### src/hw/rtl/pwbs_pkg.sv
package pwbs_pkg;

   localparam int MAX_BITS_DEF = 128;

   localparam int LOAD_PTR_W = 4;
   localparam int BYTE_W     = 8;
   localparam int HIGH_W     = 16;
   localparam int TICK_W     = 24;
   localparam int COUNT_W    = 8;

   localparam int CSR_IDX_W  = 3;
   localparam int CSR_DATA_W = 24;

   localparam int QUEUE_DEPTH = 2;
   localparam int QUEUE_AW    = 1;
   localparam int QUEUE_CW    = 2;

   localparam logic [CSR_IDX_W-1:0] CSR_ONE_HIGH  = 3'd0;
   localparam logic [CSR_IDX_W-1:0] CSR_ZERO_HIGH = 3'd1;
   localparam logic [CSR_IDX_W-1:0] CSR_PERIOD    = 3'd2;
   localparam logic [CSR_IDX_W-1:0] CSR_PAUSE     = 3'd3;
   localparam logic [CSR_IDX_W-1:0] CSR_BITS      = 3'd4;

   typedef enum logic {
      OP_LOAD,
      OP_TICK
   } op_type;

   typedef enum logic [1:0] {
      PH_IDLE,
      PH_BITS,
      PH_PAUSE
   } phase_type;

   typedef struct packed {
      op_type             op;
      logic [BYTE_W-1:0]  data_byte;
      logic               last_byte;
   } item_type;

   typedef struct packed {
      logic [HIGH_W-1:0]  one_high_ticks;
      logic [HIGH_W-1:0]  zero_high_ticks;
      logic [HIGH_W-1:0]  bit_period_ticks;
      logic [TICK_W-1:0]  pause_ticks;
      logic [COUNT_W-1:0] bits_to_send;
   } cfg_type;

   localparam cfg_type CFG_RESET = '{
      one_high_ticks:   16'd200,
      zero_high_ticks:  16'd100,
      bit_period_ticks: 16'd300,
      pause_ticks:      24'd1200000,
      bits_to_send:     8'd120
   };

endpackage

### src/hw/rtl/pwbs_if.sv
interface pwbs_req_if;
   logic       valid;
   logic       ready;
   logic       func;
   logic [7:0] data_byte;
   logic       last_byte;

   modport source (output valid, func, data_byte, last_byte, input ready);
   modport sink   (input valid, func, data_byte, last_byte, output ready);
endinterface

interface pwbs_rsp_if;
   logic valid;
   logic ready;
   logic line_level;
   logic busy_res;
   logic done_res;

   modport source (output valid, line_level, busy_res, done_res, input ready);
   modport sink   (input valid, line_level, busy_res, done_res, output ready);
endinterface

### src/hw/rtl/pulse_width_bit_serializer.sv
// pulse-width serial line encoder
// req_chan carries one request per clock: a message byte load (func 0) or
// one timer tick of the output waveform (func 1). every request gives
// exactly one response on rsp_chan with the line level for that tick,
// busy while bits or the closing pause go out, and done on the tick that
// ends the pause. loading the byte marked last starts a transmission.
// csr_we with csr_index and csr_wdata sets the bit timing, pause length
// and bit count; write them only while the line is idle.
// throughput: one request per clock while responses are taken. a request
// passes through the input register, the queue and the output register
// before its response is presented.
// reset returns the timing registers to their defaults, empties the queue
// and puts the line in idle; the message store keeps its old contents.
// a stalled receiver holds the response; the two-entry queue and the input
// register then fill and req_chan.ready drops until responses are taken.
module pulse_width_bit_serializer #(
   parameter int MAX_BITS = pwbs_pkg::MAX_BITS_DEF
) (
   input  logic                             clock,
   input  logic                             reset,
   pwbs_req_if.sink                         req_chan,
   pwbs_rsp_if.source                       rsp_chan,
   input  logic                             csr_we,
   input  logic [pwbs_pkg::CSR_IDX_W-1:0]   csr_index,
   input  logic [pwbs_pkg::CSR_DATA_W-1:0]  csr_wdata
);
   import pwbs_pkg::*;

   cfg_type  cfg_ff;
   cfg_type  cfg_in;
   logic     push_valid;
   item_type push_item;
   logic     push_ready;
   logic     pop_valid;
   item_type pop_item;
   logic     pop_ready;

   always_comb begin
      cfg_in = cfg_ff;
      if (csr_we) begin
         case (csr_index)
            CSR_ONE_HIGH:  cfg_in.one_high_ticks   = csr_wdata[HIGH_W-1:0];
            CSR_ZERO_HIGH: cfg_in.zero_high_ticks  = csr_wdata[HIGH_W-1:0];
            CSR_PERIOD:    cfg_in.bit_period_ticks = csr_wdata[HIGH_W-1:0];
            CSR_PAUSE:     cfg_in.pause_ticks      = csr_wdata[TICK_W-1:0];
            CSR_BITS:      cfg_in.bits_to_send     = csr_wdata[COUNT_W-1:0];
            default: begin
               cfg_in = cfg_ff;
            end
         endcase
      end
   end

   always_ff @(posedge clock) begin
      if (reset) begin
         cfg_ff <= CFG_RESET;
      end else begin
         cfg_ff <= cfg_in;
      end
   end

   pwbs_front u_front (
      .clock      (clock),
      .reset      (reset),
      .req        (req_chan),
      .push_valid (push_valid),
      .push_item  (push_item),
      .push_ready (push_ready)
   );

   pwbs_queue u_queue (
      .clock      (clock),
      .reset      (reset),
      .push_valid (push_valid),
      .push_item  (push_item),
      .push_ready (push_ready),
      .pop_valid  (pop_valid),
      .pop_item   (pop_item),
      .pop_ready  (pop_ready)
   );

   pwbs_back #(
      .MAX_BITS (MAX_BITS)
   ) u_back (
      .clock     (clock),
      .reset     (reset),
      .cfg       (cfg_ff),
      .pop_valid (pop_valid),
      .pop_item  (pop_item),
      .pop_ready (pop_ready),
      .rsp       (rsp_chan)
   );

endmodule

### src/hw/rtl/pwbs_front.sv
module pwbs_front (
   input  logic               clock,
   input  logic               reset,
   pwbs_req_if.sink           req,
   output logic               push_valid,
   output pwbs_pkg::item_type push_item,
   input  logic               push_ready
);
   import pwbs_pkg::*;

   logic     valid_ff;
   logic     valid_in;
   item_type item_ff;
   item_type item_in;
   item_type item_new;
   logic     accept;

   assign req.ready  = !valid_ff || push_ready;
   assign accept     = req.valid && req.ready;
   assign push_valid = valid_ff;
   assign push_item  = item_ff;

   // classify the request
   always_comb begin
      item_new.op        = req.func ? OP_TICK : OP_LOAD;
      item_new.data_byte = req.data_byte;
      item_new.last_byte = req.last_byte;
   end

   always_comb begin
      valid_in = valid_ff;
      item_in  = item_ff;
      if (accept) begin
         valid_in = 1'b1;
         item_in  = item_new;
      end else if (push_ready) begin
         valid_in = 1'b0;
      end
   end

   always_ff @(posedge clock) begin
      if (reset) begin
         valid_ff <= 1'b0;
      end else begin
         valid_ff <= valid_in;
      end
   end

   always_ff @(posedge clock) begin
      item_ff <= item_in;
   end

endmodule

### src/hw/rtl/pwbs_queue.sv
module pwbs_queue (
   input  logic               clock,
   input  logic               reset,
   input  logic               push_valid,
   input  pwbs_pkg::item_type push_item,
   output logic               push_ready,
   output logic               pop_valid,
   output pwbs_pkg::item_type pop_item,
   input  logic               pop_ready
);
   import pwbs_pkg::*;

   item_type              slot_ff [QUEUE_DEPTH];
   logic [QUEUE_AW-1:0]   wr_ptr_ff;
   logic [QUEUE_AW-1:0]   wr_ptr_in;
   logic [QUEUE_AW-1:0]   rd_ptr_ff;
   logic [QUEUE_AW-1:0]   rd_ptr_in;
   logic [QUEUE_CW-1:0]   count_ff;
   logic [QUEUE_CW-1:0]   count_in;
   logic                  push;
   logic                  pop;

   assign push_ready = count_ff != QUEUE_CW'(QUEUE_DEPTH);
   assign pop_valid  = count_ff != '0;
   assign pop_item   = slot_ff[rd_ptr_ff];
   assign push       = push_valid && push_ready;
   assign pop        = pop_valid && pop_ready;

   always_comb begin
      wr_ptr_in = push ? wr_ptr_ff + QUEUE_AW'(1) : wr_ptr_ff;
      rd_ptr_in = pop ? rd_ptr_ff + QUEUE_AW'(1) : rd_ptr_ff;
      count_in  = count_ff + QUEUE_CW'(push) - QUEUE_CW'(pop);
   end

   always_ff @(posedge clock) begin
      if (reset) begin
         wr_ptr_ff <= '0;
         rd_ptr_ff <= '0;
         count_ff  <= '0;
      end else begin
         wr_ptr_ff <= wr_ptr_in;
         rd_ptr_ff <= rd_ptr_in;
         count_ff  <= count_in;
      end
   end

   always_ff @(posedge clock) begin
      if (push) begin
         slot_ff[wr_ptr_ff] <= push_item;
      end
   end

endmodule

### src/hw/rtl/pwbs_back.sv
module pwbs_back #(
   parameter int MAX_BITS = pwbs_pkg::MAX_BITS_DEF
) (
   input  logic               clock,
   input  logic               reset,
   input  pwbs_pkg::cfg_type  cfg,
   input  logic               pop_valid,
   input  pwbs_pkg::item_type pop_item,
   output logic               pop_ready,
   pwbs_rsp_if.source         rsp
);
   import pwbs_pkg::*;

   localparam int ROWS_ALL  = (MAX_BITS + BYTE_W - 1) / BYTE_W;
   localparam int ROWS_MAX  = 1 << LOAD_PTR_W;
   localparam int ROWS      = (ROWS_ALL > ROWS_MAX) ? ROWS_MAX : ROWS_ALL;
   localparam int ROW_W     = (ROWS > 1) ? $clog2(ROWS) : 1;
   localparam int LIMIT_CAP = (MAX_BITS > 255) ? 255 : MAX_BITS;

   phase_type              phase_ff;
   phase_type              phase_in;
   logic [LOAD_PTR_W-1:0]  load_ptr_ff;
   logic [LOAD_PTR_W-1:0]  load_ptr_in;
   logic [COUNT_W-1:0]     bit_pos_ff;
   logic [COUNT_W-1:0]     bit_pos_in;
   logic [TICK_W-1:0]      tick_ff;
   logic [TICK_W-1:0]      tick_in;
   logic [BYTE_W-1:0]      store_ff [ROWS];

   logic                   rsp_valid_ff;
   logic                   rsp_valid_in;
   logic                   line_ff;
   logic                   line_in;
   logic                   busy_ff;
   logic                   busy_in;
   logic                   done_ff;
   logic                   done_in;

   logic                   take;
   logic                   is_load;
   logic                   is_tick;
   logic                   store_we;
   logic [COUNT_W-1:0]     bits_n;
   logic [COUNT_W-1:0]     limit;
   logic [4:0]             row_sel;
   logic [BYTE_W-1:0]      cur_row;
   logic                   cur_bit;
   logic [HIGH_W-1:0]      high_ticks;
   logic [TICK_W:0]        tick_inc;
   logic                   period_end;
   logic                   pause_end;
   logic [COUNT_W-1:0]     bit_pos_inc;
   logic                   last_bit;
   logic                   line_hit;

   assign take      = pop_valid && (!rsp_valid_ff || rsp.ready);
   assign pop_ready = take;
   assign is_load   = pop_item.op == OP_LOAD;
   assign is_tick   = pop_item.op == OP_TICK;

   assign rsp.valid      = rsp_valid_ff;
   assign rsp.line_level = line_ff;
   assign rsp.busy_res   = busy_ff;
   assign rsp.done_res   = done_ff;

   // bit count, at least one and at most MAX_BITS or 255, whichever is smaller
   always_comb begin
      bits_n = (cfg.bits_to_send == '0) ? COUNT_W'(1) : cfg.bits_to_send;
      limit  = (bits_n > COUNT_W'(LIMIT_CAP)) ? COUNT_W'(LIMIT_CAP) : bits_n;
   end

   always_comb begin
      row_sel     = bit_pos_ff[COUNT_W-1:3];
      cur_row     = (int'(row_sel) < ROWS) ? store_ff[row_sel[ROW_W-1:0]] : '0;
      cur_bit     = cur_row[3'd7 - bit_pos_ff[2:0]];
      high_ticks  = cur_bit ? cfg.one_high_ticks : cfg.zero_high_ticks;
      tick_inc    = {1'b0, tick_ff} + (TICK_W + 1)'(1);
      period_end  = tick_inc >= (TICK_W + 1)'(cfg.bit_period_ticks);
      pause_end   = tick_inc >= {1'b0, cfg.pause_ticks};
      bit_pos_inc = bit_pos_ff + COUNT_W'(1);
      last_bit    = bit_pos_inc >= limit;
      line_hit    = tick_ff < TICK_W'(high_ticks);
      store_we    = take && is_load && (phase_ff == PH_IDLE) &&
                    (int'(load_ptr_ff) < ROWS);
   end

   always_comb begin
      phase_in = phase_ff;
      if (take) begin
         case (phase_ff)
            PH_IDLE: begin
               if (is_load && pop_item.last_byte) begin
                  phase_in = PH_BITS;
               end
            end
            PH_BITS: begin
               if (is_tick && period_end && last_bit) begin
                  phase_in = PH_PAUSE;
               end
            end
            PH_PAUSE: begin
               if (is_tick && pause_end) begin
                  phase_in = PH_IDLE;
               end
            end
            default: begin
               phase_in = PH_IDLE;
            end
         endcase
      end
   end

   always_comb begin
      load_ptr_in  = load_ptr_ff;
      bit_pos_in   = bit_pos_ff;
      tick_in      = tick_ff;
      rsp_valid_in = rsp_valid_ff && !rsp.ready;
      line_in      = line_ff;
      busy_in      = busy_ff;
      done_in      = done_ff;
      if (take) begin
         rsp_valid_in = 1'b1;
         line_in      = 1'b0;
         busy_in      = 1'b0;
         done_in      = 1'b0;
         case (phase_ff)
            PH_IDLE: begin
               if (is_load) begin
                  load_ptr_in = load_ptr_ff + LOAD_PTR_W'(1);
                  if (pop_item.last_byte) begin
                     load_ptr_in = '0;
                     bit_pos_in  = '0;
                     tick_in     = '0;
                     busy_in     = 1'b1;
                  end
               end
            end
            PH_BITS: begin
               busy_in = 1'b1;
               if (is_tick) begin
                  line_in = line_hit;
                  tick_in = period_end ? '0 : tick_inc[TICK_W-1:0];
                  if (period_end) begin
                     bit_pos_in = bit_pos_inc;
                  end
               end
            end
            PH_PAUSE: begin
               busy_in = 1'b1;
               if (is_tick) begin
                  tick_in = pause_end ? '0 : tick_inc[TICK_W-1:0];
                  if (pause_end) begin
                     bit_pos_in = '0;
                     done_in    = 1'b1;
                  end
               end
            end
            default: begin
               busy_in = 1'b0;
            end
         endcase
      end
   end

   always_ff @(posedge clock) begin
      if (reset) begin
         phase_ff     <= PH_IDLE;
         load_ptr_ff  <= '0;
         bit_pos_ff   <= '0;
         tick_ff      <= '0;
         rsp_valid_ff <= 1'b0;
      end else begin
         phase_ff     <= phase_in;
         load_ptr_ff  <= load_ptr_in;
         bit_pos_ff   <= bit_pos_in;
         tick_ff      <= tick_in;
         rsp_valid_ff <= rsp_valid_in;
      end
   end

   always_ff @(posedge clock) begin
      line_ff <= line_in;
      busy_ff <= busy_in;
      done_ff <= done_in;
   end

   // message store, msb of each byte first
   always_ff @(posedge clock) begin
      if (store_we) begin
         store_ff[load_ptr_ff[ROW_W-1:0]] <= pop_item.data_byte;
      end
   end

endmodule

### src/flat_wrapper.sv
// flat-port wrapper written by rule: the top's interface ports become plain ports
module pulse_width_bit_serializer_flat import pwbs_pkg::*;
#(
   parameter int MAX_BITS = pwbs_pkg::MAX_BITS_DEF
)
  (clock, reset, csr_we, csr_index, csr_wdata, req_chan_valid, req_chan_func, req_chan_data_byte, req_chan_last_byte, req_chan_ready, rsp_chan_valid, rsp_chan_line_level, rsp_chan_busy_res, rsp_chan_done_res, rsp_chan_ready);
  pwbs_req_if req_chan_i ();
  pwbs_rsp_if rsp_chan_i ();
  input  logic clock;
  input  logic reset;
  input  logic csr_we;
  input  logic [pwbs_pkg::CSR_IDX_W-1:0] csr_index;
  input  logic [pwbs_pkg::CSR_DATA_W-1:0] csr_wdata;
  input wire logic [$bits(req_chan_i.valid)-1:0] req_chan_valid;
  input wire logic [$bits(req_chan_i.func)-1:0] req_chan_func;
  input wire logic [$bits(req_chan_i.data_byte)-1:0] req_chan_data_byte;
  input wire logic [$bits(req_chan_i.last_byte)-1:0] req_chan_last_byte;
  output wire logic [$bits(req_chan_i.ready)-1:0] req_chan_ready;
  output wire logic [$bits(rsp_chan_i.valid)-1:0] rsp_chan_valid;
  output wire logic [$bits(rsp_chan_i.line_level)-1:0] rsp_chan_line_level;
  output wire logic [$bits(rsp_chan_i.busy_res)-1:0] rsp_chan_busy_res;
  output wire logic [$bits(rsp_chan_i.done_res)-1:0] rsp_chan_done_res;
  input wire logic [$bits(rsp_chan_i.ready)-1:0] rsp_chan_ready;
  assign req_chan_i.valid = req_chan_valid;
  assign req_chan_i.func = req_chan_func;
  assign req_chan_i.data_byte = req_chan_data_byte;
  assign req_chan_i.last_byte = req_chan_last_byte;
  assign req_chan_ready = req_chan_i.ready;
  assign rsp_chan_valid = rsp_chan_i.valid;
  assign rsp_chan_line_level = rsp_chan_i.line_level;
  assign rsp_chan_busy_res = rsp_chan_i.busy_res;
  assign rsp_chan_done_res = rsp_chan_i.done_res;
  assign rsp_chan_i.ready = rsp_chan_ready;
  pulse_width_bit_serializer #(.MAX_BITS(MAX_BITS)) u_core (.clock(clock), .reset(reset), .req_chan(req_chan_i), .rsp_chan(rsp_chan_i), .csr_we(csr_we), .csr_index(csr_index), .csr_wdata(csr_wdata));
endmodule
### config.mk
export PLATFORM = sky130hd
export DESIGN_NAME = pulse_width_bit_serializer_flat
export DESIGN_NICKNAME = d
export VERILOG_FILES = /design/src/hw/rtl/pwbs_pkg.sv /design/src/hw/rtl/pwbs_if.sv /design/src/hw/rtl/pulse_width_bit_serializer.sv /design/src/hw/rtl/pwbs_front.sv /design/src/hw/rtl/pwbs_queue.sv /design/src/hw/rtl/pwbs_back.sv /design/src/flat_wrapper.sv
export SDC_FILE = /design/constraint.sdc
export NUM_CORES = 1
export LEC_CHECK = 0
export BUFFER_PORTS_ARGS = -buffer_cell sky130_fd_sc_hd__buf_4
export CAP_MARGIN = 10
export CORE_ASPECT_RATIO = 1.75
export CORE_MARGIN = 3
export CORE_UTILIZATION = 55
export CTS_CLUSTER_DIAMETER = 40
export DETAILED_ROUTE_END_ITERATION = 12
export PLACE_DENSITY_LB_ADDON = 0.2
export SLEW_MARGIN = 20
export SYNTH_ARGS = -nofsm -noshare
export SYNTH_HDL_FRONTEND = slang
export SYNTH_SLANG_ARGS = --single-unit
### constraint.sdc
create_clock -name clock -period 5.1 [get_ports clock]
set_input_delay 0 -clock clock [delete_from_list [all_inputs] [get_ports clock]]
set_output_delay 0 -clock clock [all_outputs]
set_load 0.03 [all_outputs]
==> results.md <==
* Post-synth EDFFs at 161
* Netlist cell types at 70
* Worst clock skew at 0.0120 ns
* Slew Viols, Final at 0
* Synth-to-Final Area Change at 14.6%
* Kind of critical path: reg2reg
* Setup violations, final at 0
* GRT Total Usage at 25.0%
* DRT antenna net count at 0
* Vias at 9592
* Worst Path Required at 5.57 ns
* WHS Path Cells at 4
* R2R setup slack at 0.48 ns
* Clk pin slew, worst setup/hold paths at 0.07 ns
* Tmin final at 4.62 ns
* Slew headroom at 39.5%
* FF+latch count, synth at 290
* Vias/cell at 5.83
* CTS buffer count at 29
* Clk_lat worst skew at 0.55 ns
* Reg2reg end: u_core.u_back.tick_ff[3]
* CP endpoint kind: flip-flop
* Syn Area/Cell at 11.1 um2
* Worst slew pin tran at 0.905 ns
* Rows at 76
* Worst vdd ir at 0.382 mV
* Net count, final at 1427
* Dominant cell type by area after synthesis: edfxtp_1
* Outcome: finished, final reports clean
* Sw Pwr at 1.47 mW
* Clk network pwr share at 38.8%
* First-pass detailed-route iteration total at 5
* Vias in the first global route at 9859
* Logic pwr share at 13.4%
* Min-Delay Path Class: in2reg
* Routed Wire Length at 33.7 mm
* H-tree levels at 1
* CP endpoint: u_core.u_back.tick_ff[3]
* Switch share at 26.1%
* # DRC at 0
* Tot Pwr at 5.64 mW
* Synth Cell Area at 0.0138 mm2
* Synth top area cells: edfxtp_1, dfxtp_1, ha_1
* Clk buf depth at 3
* Ant. Diodes at 0
* Leak pwr at 5.82 nW
* Pwr dens at 358 mW/mm2
* Die area at 0.0270 mm2
* Placed cells at 1549
* Initial Util at 55.9%
* Grt total ovfl at 0
* Worst EP arrival at 5.09 ns
* CTS tree: done
* Detail Placement HPWL at 24.3 mm
* I/O Buffers at 46
* DP Worst Slack at 0.399 ns
* Peak Freq at 0.216 GHz
* Placement Cell Area at 0.0143 mm2
* Critical Path Source: u_core.u_back.tick_ff[0]
* Post-CTS setup buffer count at 0
* Hold_ws at 0.0117 ns
* Core area at 0.0246 mm2
* 1st-iter DRT viols at 493
* Die width at 126 um
* R2R depth at 14
* Mapped Cells at 1239
* Fin area at 0.0158 mm2
* TNS Setup at 0 ns
* First-pass GRT wire length at 53.0 mm
* CTS sink count at 290
* Ys flop type: edfxtp_1
* Post-Route Utilization at 64.0%
* Max Cap Viol at 0
* RSZ-0062 raised after global routing: no
* Largest net degree at the start of global routing at 73
* Sequential power share at 47.8%
* Startpoint of the worst register-to-register path: u_core.u_back.tick_ff[0]
* Initial antenna violation count at 0
* Final worst slack at 0.477 ns
* WL per Instance at 20.5 um
* Hold Violations, Final at 0
* Ys Warns at 0
* Crit path max fanout at 25
* CTS root buf: clkbuf_16
* Ys async rst share at 0%
* Overall die height at 215 um
* Routability congestion estimate at 0.930
* Sequential area share after synthesis at 53.9%
* Layout cells sized above 1 at 13.7%
* Io pins at 47
* Final period utilization at 90.7%
* Worst setup SP type: flip-flop
* Internal at 4.17 mW
* Synth top area share at 35.1%
* Post-Synthesis Net Count at 1354
* Fin cells at 1646
==> routing by layer <==
| metal | up-vias | routed length [um] | track usage, % |
|---|---|---|---|
| met1 | 4658 | 11800 | 25.6 |
| li1 | 4658 | - | - |
| met3 | 82 | 793 | 2.16 |
| met2 | 194 | 19500 | 49.7 |
| met5 | - | 0 | 0 |
| met4 | 0 | 1610 | 11.9 |
==> power groups by stage <==
stage | Clock (mW) | Combinational [mW] | Sequential (mW)
6_report | 2.19 | 0.754 | 2.70
3_5_place_dp | 0 | 0.727 | 2.75
5_1_grt | 2.33 | 0.820 | 2.71
4_1_cts | 2.23 | 0.758 | 2.70
2_1_floorplan | 0 | 0.467 | 2.75
3_3_place_gp | 0 | 0.715 | 2.75
==> area by class of cell <==
| type | instances | area, um2 |
|---|---|---|
| Clock buffer | 32 | 737 |
| Clock inverter | 21 | 254 |
| Fill cell | 1929 | 8850 |
| Inverter | 56 | 210 |
| Multi-Input combinational cell | 829 | 5850 |
| Sequential cell | 290 | 7420 |
| Tap cell | 312 | 390 |
| Timing Repair Buffer | 106 | 913 |
==> worst max-delay path, stage by stage (launching register included) <==
cell and delay, ns:
dfxtp_1 0.48, ha_1 0.37, and4_4 0.28, and4_1 0.40
and3_1 0.26, xor2_1 0.24, ha_1 0.30, a21oi_1 0.18
o21ai_0 0.10, nor4_1 0.24, o211ai_1 0.17, a221oi_2 0.56
o311a_4 0.53, nor2_1 0.18, o211ai_1 0.22
==> timing repair <==
action	in CTS	in global routing
gates resized for setup	0	1
hold endpoints to repair	100	0
endpoints found under the setup margin	0	3
hold buffers	44	0
==> state kept, by name, summed over array words and instances, names as in the netlist, named ones only <==
register	count
u_core.u_back.rsp.valid	1
u_core.u_back.tick_ff	24
u_core.u_front.push_valid	1
u_core.u_back.load_ptr_ff	4
u_core.u_queue.rd_ptr_ff	1
u_core.u_queue.wr_ptr_ff	1
u_core.u_front.push_item	10
u_core.cfg_ff	80
u_core.u_back.phase_ff	2
u_core.u_queue.slot_ff	20
u_core.u_queue.count_ff	2
u_core.u_back.bit_pos_ff	8
u_core.u_back.rsp.line_level	1
u_core.u_back.rsp.busy_res	1
u_core.u_back.store_ff	128
u_core.u_back.rsp.done_res	1
==> cell usage after synthesis (14+ instances only) <==
cell      number
dfxtp_1      129
mux4_2        32
edfxtp_1     161
nor2_1        49
nand2_1      221
xnor2_1       29
a21o_1        14
nor3_1        14
clkbuf_1      42
nand3_1       35
nand4_1       20
ha_1          73
o211ai_1      25
o21ai_0       21
mux2i_1       24
a21oi_1      107
inv_1         55
==> worst min path at each step <==
stage | from | endpoint | slack, ns
after floorplan | req_chan_last_byte | u_core.u_front.push_item[0] | 0.1
after global placement | req_chan_data_byte[2] | u_core.u_front.push_item[3] | 0.18
after detailed placement | req_chan_data_byte[3] | u_core.u_front.push_item[4] | 0.18
after CTS | csr_we | u_core.cfg_ff[0] | 0.002
after global routing | csr_we | u_core.cfg_ff[1] | 0.05
final | csr_we | u_core.cfg_ff[0] | 0.01
==> cells by family after synthesis <==
family,synth area share (%)
DFF,53.9
adders and majority gates,6.72
AOI/OAI and AO/OA,11.1
and+or+nand+nor,14.3
muxes,7.72
buffers and inverters,3.78
xor gates and xnor gates,2.54
==> layout by cell type (no fill, tap or decap), types with 20 or more instances in the layout <==
master / n
ha_1: 73
edfxtp_1: 161
buf_4: 61
clkbuf_16: 29
o21ai_0: 21
inv_1: 55
nand3_1: 35
mux4_2: 32
a21oi_1: 107
nor2_1: 49
dfxtp_1: 128
o211ai_1: 25
dlygate4sd3_1: 44
nand4_1: 20
nand2_1: 221
xnor2_1: 29
mux2i_1: 24
No activity file was read; power rests on OpenSTA's default activity.
